## config.mk

```make
export PLATFORM = sky130hd
export DESIGN_NAME = mdi_ram
export DESIGN_NICKNAME = d
export VERILOG_FILES = /design/src/hdl/mdi_ram.sv
export SDC_FILE = /design/constraint.sdc
export NUM_CORES = 1
export LEC_CHECK = 0
export BUFFER_PORTS_ARGS = -buffer_cell sky130_fd_sc_hd__buf_4
export CAP_MARGIN = 20
export CORE_MARGIN = 4
export CORE_UTILIZATION = 37
export DETAILED_ROUTE_END_ITERATION = 10
export PLACE_DENSITY = 0.56
export SYNTH_ARGS = -nofsm -noshare
export SYNTH_HDL_FRONTEND = slang
export SYNTH_SLANG_ARGS = --single-unit
```

## constraint.sdc

```tcl
create_clock -name clk_i -period 3.2 [get_ports clk_i]
set_input_delay 0.48 -clock clk_i [delete_from_list [all_inputs] [get_ports clk_i]]
set_output_delay 0.48 -clock clk_i [all_outputs]
set_load 0.05 [all_outputs]
```

## src/hdl/mdi_ram.sv

```systemverilog
// ----------------------------------------------------------------------------
// mdi_ram
// Generic simple dual-port RAM: one write port, one read port with
// registered read data.
// ----------------------------------------------------------------------------
`default_nettype none

module mdi_ram #(
  parameter int unsigned Width = 8,
  parameter int unsigned Depth = 16,
  localparam int unsigned AddrW = (Depth > 1) ? $clog2(Depth) : 1
) (
  input  wire logic             clk_i,
  input  wire logic             wr_en_i,
  input  wire logic [AddrW-1:0] wr_addr_i,
  input  wire logic [Width-1:0] wr_data_i,
  input  wire logic             rd_en_i,
  input  wire logic [AddrW-1:0] rd_addr_i,
  output      logic [Width-1:0] rd_data_o
);

  logic [Width-1:0] mem_q [Depth];

  // write port
  always_ff @(posedge clk_i) begin
    if (wr_en_i) begin
      mem_q[wr_addr_i] <= wr_data_i;
    end
  end

  // registered read port
  always_ff @(posedge clk_i) begin
    if (rd_en_i) begin
      rd_data_o <= mem_q[rd_addr_i];
    end
  end

endmodule

`default_nettype wire

```

---- Word-level counts from Yosys, hierarchy flattened ----
Memory sizes are Yosys's and may differ from the RTL's. A register that Yosys moved wholly into a read port is not among the register bits.
Index checks and enable logic that the tools add are counted.
W data, S select, Z words.
storage, ports and cells
  flip-flop bits (word level) ............. 0
  RAM bits ................................ 128
  input port bits ......................... 19
  output and inout port bits .............. 8
  logic and storage cells ................. 3
  memories ................................ 1
operators by class
  muxes and demuxes ....................... 2
memories
  name   words  bits a word  read ports  clocked after memory_dff  write ports  RTL line  text
  mem_q  16     8            1           1                         1            22        logic [Width-1:0] mem_q [Depth];
operator list
  kind     number
  $mux W1  2

---- Longest topological paths before layout ----
  depth in word-level cells ............... 2
  gate-level depth with buffers ........... 5
  mapped depth without buffers ............ 3

---- Worst setup path after synthesis ----
No wires, ideal clock.
  kind .................................... input-to-reg
  from .................................... input port wr_addr_i[2]
  to ...................................... memory mem_q[0][0], enable pin
  setup time .............................. 383 ps
  data arrival time ....................... 1590 ps
  required time ........................... 2817 ps
  slack ................................... 1227 ps
  stages on the path ...................... 2
  path buffers ............................ 0
  cell sequence ........................... or3b_2 > nor3_1
RTL lines
  element      RTL line  text
  from (decl)  15        input wire logic [AddrW-1:0] wr_addr_i,
  to (decl)    22
Straight into the memory's write port.

==> reports/results.ini <==
[routing]
ant_nets=0
firstDrtPassIters=6
drt-total-wl_um=9940
vias_per_cell=5.13
routedWlPerCell_um=21.4
vias=2378
drc=0
drt_iter0_drc=155

[floorplanning]
dieHeight_um=127
fp.coreArea_um2=13900
initial_utilization_pct=37.7
num_rows=43
die_width_um=127
ios=27
fp.dieArea_um2=16100

[finish]
drive_gt1_share_pct=25.7
antenna_cells=0
synthToLayoutAreaGrowth_pct=16.8
num-nets-final=291

[synth]
synth_cells=229
avgSynthCellArea_um2=22.8
ys_ff_latch=136
synth.distinct_cells=18
syn_nets=248
syn_area_um2=5230
ys.warnings.count=0
ys_seq_area_share_pct=78.1

[timing]
slew_violations=0
hold_viol_final=0
finalSetupTns_ns=0
worstMarginPinSlew_ns=1.01
fin_skew_ns=0.00516
period_share_pct=57.0
max_slew_margin_pct=32.7
rsz0062_at_grt=false
setup_viol=0
period_needed_ns=1.82
fmax_ghz=0.548
holdWs_ns=0.376

[setup_path]
slowest_stage=mux4_1
max_stage_delay_ns=0.63
cp.arrival_ns=1.97
crit_type=in2reg
critPathTopFamily=multiplexers
crit_required_ns=3.35
cp_cell_sequence=buf_4 > mux4_1 > a22oi_1 > nand2_1
crit_path_start_kind=input pin
endpoint_kind=flip-flop
worst-path-max-fanout=32
cp_num_buf_inv=1

[clock_tree]
clock_sinks=136
clkTransAtPathRegs_ns=0.05
cts_buffer_depth=2
ctsRootBufferMaster=clkbuf_16
cts-resized-gates=0
cts_hold_buffers=0
cts_buffers=17
htree_levels=4
clock_latency_ns=0.41
cts_setup_buffers=0
cts_tree=done

[power_and_ir_drop]
combPwrFrac_pct=5.5
p_sw_share_pct=20.2
p_per_area_nw_per_um2=628
p_clk_share_pct=41.7
ir_drop_mv=0.504
p_sw_uw=775
sequentialPowerShare_pct=52.7
p_int_uw=3060
leakagePower_uw=0.00201

[place]
post-dp-hpwl_um=6500
io_buffers=26
place_congestion=0.694

[grt]
grt_pass1_vias=2606
grt_pass1_wl_um=15500
grt_util_all_layers_pct=13.6
overflow=0
antenna_found_initial=0
grt_max_degree=33

[worst_hold_path]
min_path_type=in2reg

[run_status]
status=finished, final reports clean

[run]
drv_cap=0

[kinds of logic (layout without fill, tap and decap cells)]
logic type / Yosys count / after routing / synth area share, %
AOI/OAI and AO/OA: 16 / 16 / 2.30
muxes: 32 / 32 / 14.8
and+or+nand+nor: 35 / 35 / 3.14
buffers and inverters: 10 / 65 / 1.65
DFF: 136 / 136 / 78.1
[sequential cells by signal, summed over array words and instances, names as in the netlist]
register,cells
mem_q,128
rd_data_o,8
[cells in the final DEF (no fill, tap or decap), drive strengths merged, types with 2 or more instances in the layout]
cell	n
mux4	32
nand3b	2
nand2b	2
nor3	4
buf	34
clkbuf	24
nand2	9
a22oi	16
clkinv	7
nor2	13
edfxtp	136
[layer usage]
| layer | wire (µm) | part of all wire [%] | vias up | GRT usage (%) |
|---|---|---|---|---|
| li1 | - | - | 1064 | - |
| met1 | 4480 | 45 | 1249 | 18.5 |
| met2 | 4810 | 48 | 56 | 20.4 |
| met3 | 554 | 5.6 | 9 | 5.31 |
| met4 | 92 | 0.93 | 0 | 3.97 |
| met5 | 0 | 0 | - | 0 |
[worst register-to-register path, stage by stage, from the launching register on]
cell      delay [ns]
edfxtp_1        0.36
mux4_1          0.49
a22oi_1         0.24
nand2_1         0.11
[synthesized netlist by cell type]
| master | n | area, µm² |
|---|---|---|
| nand3b_1 | 2 | 15.0 |
| or3b_2 | 1 | 8.76 |
| and2b_1 | 1 | 7.51 |
| buf_4 | 1 | 7.51 |
| buf_2 | 3 | 15.0 |
| mux4_1 | 14 | 368 |
| a22oi_1 | 16 | 120 |
| nor3_1 | 4 | 20.0 |
| clkdlybuf4s25_2 | 3 | 30.0 |
| nand2b_1 | 2 | 12.5 |
| nand3_1 | 1 | 5.00 |
| nand2_1 | 9 | 33.8 |
| mux4_2 | 18 | 405 |
| buf_6 | 3 | 33.8 |
| nor2_1 | 13 | 48.8 |
| nor2b_1 | 1 | 6.26 |
| edfxtp_1 | 136 | 4080 |
| and2_1 | 1 | 6.26 |
[power by group through the flow]
stage               clock network, µW  registers, µW  logic (µW)
floorplan                           0           2080         101
global placement                    0           2050         213
detailed placement                  0           2060         218
CTS                              1640           2020         218
global route                     1720           2020         231
finish                           1600           2020         212
[metrics by stage]
| stage | total power [µW] | std cells | setup slack (ns) | instance area (µm²) | utilization [%] |
|---|---|---|---|---|---|
| 3_5_place_dp | 2270 | 433 | 0.869 | 5620 | 40.5 |
| 6_report | 3830 | 464 | 1.38 | 6100 | 44.0 |
| 4_1_cts | 3880 | 464 | 1.31 | 6100 | 44.0 |
| 3_3_place_gp | 2270 | 433 | 0.910 | 5620 | 40.5 |
| 2_1_floorplan | 2180 | 229 | 1.23 | 5230 | - |
| 5_1_grt | 3970 | 464 | 1.22 | 6100 | 44.0 |
[final timing paths]
path,startpoint,to,slack [ns],depth (start not counted)
min reg2reg,mem_q[14][4],rd_data_o[4],0.76,3
max reg2reg,mem_q[2][0],rd_data_o[0],1.73,3
min,wr_data_i[6],mem_q[12][6],0.38,1
max,rd_addr_i[0],rd_data_o[0],1.38,4
[cell type report]
class	instances	area, µm²
clock buffer	24	452
fill	1194	7780
multi-input combinational	83	1060
tap	180	225
sequential	136	4080
timing repair buffer	34	255
clock inverter	7	30.0
Power figures use the tool's default switching activity.
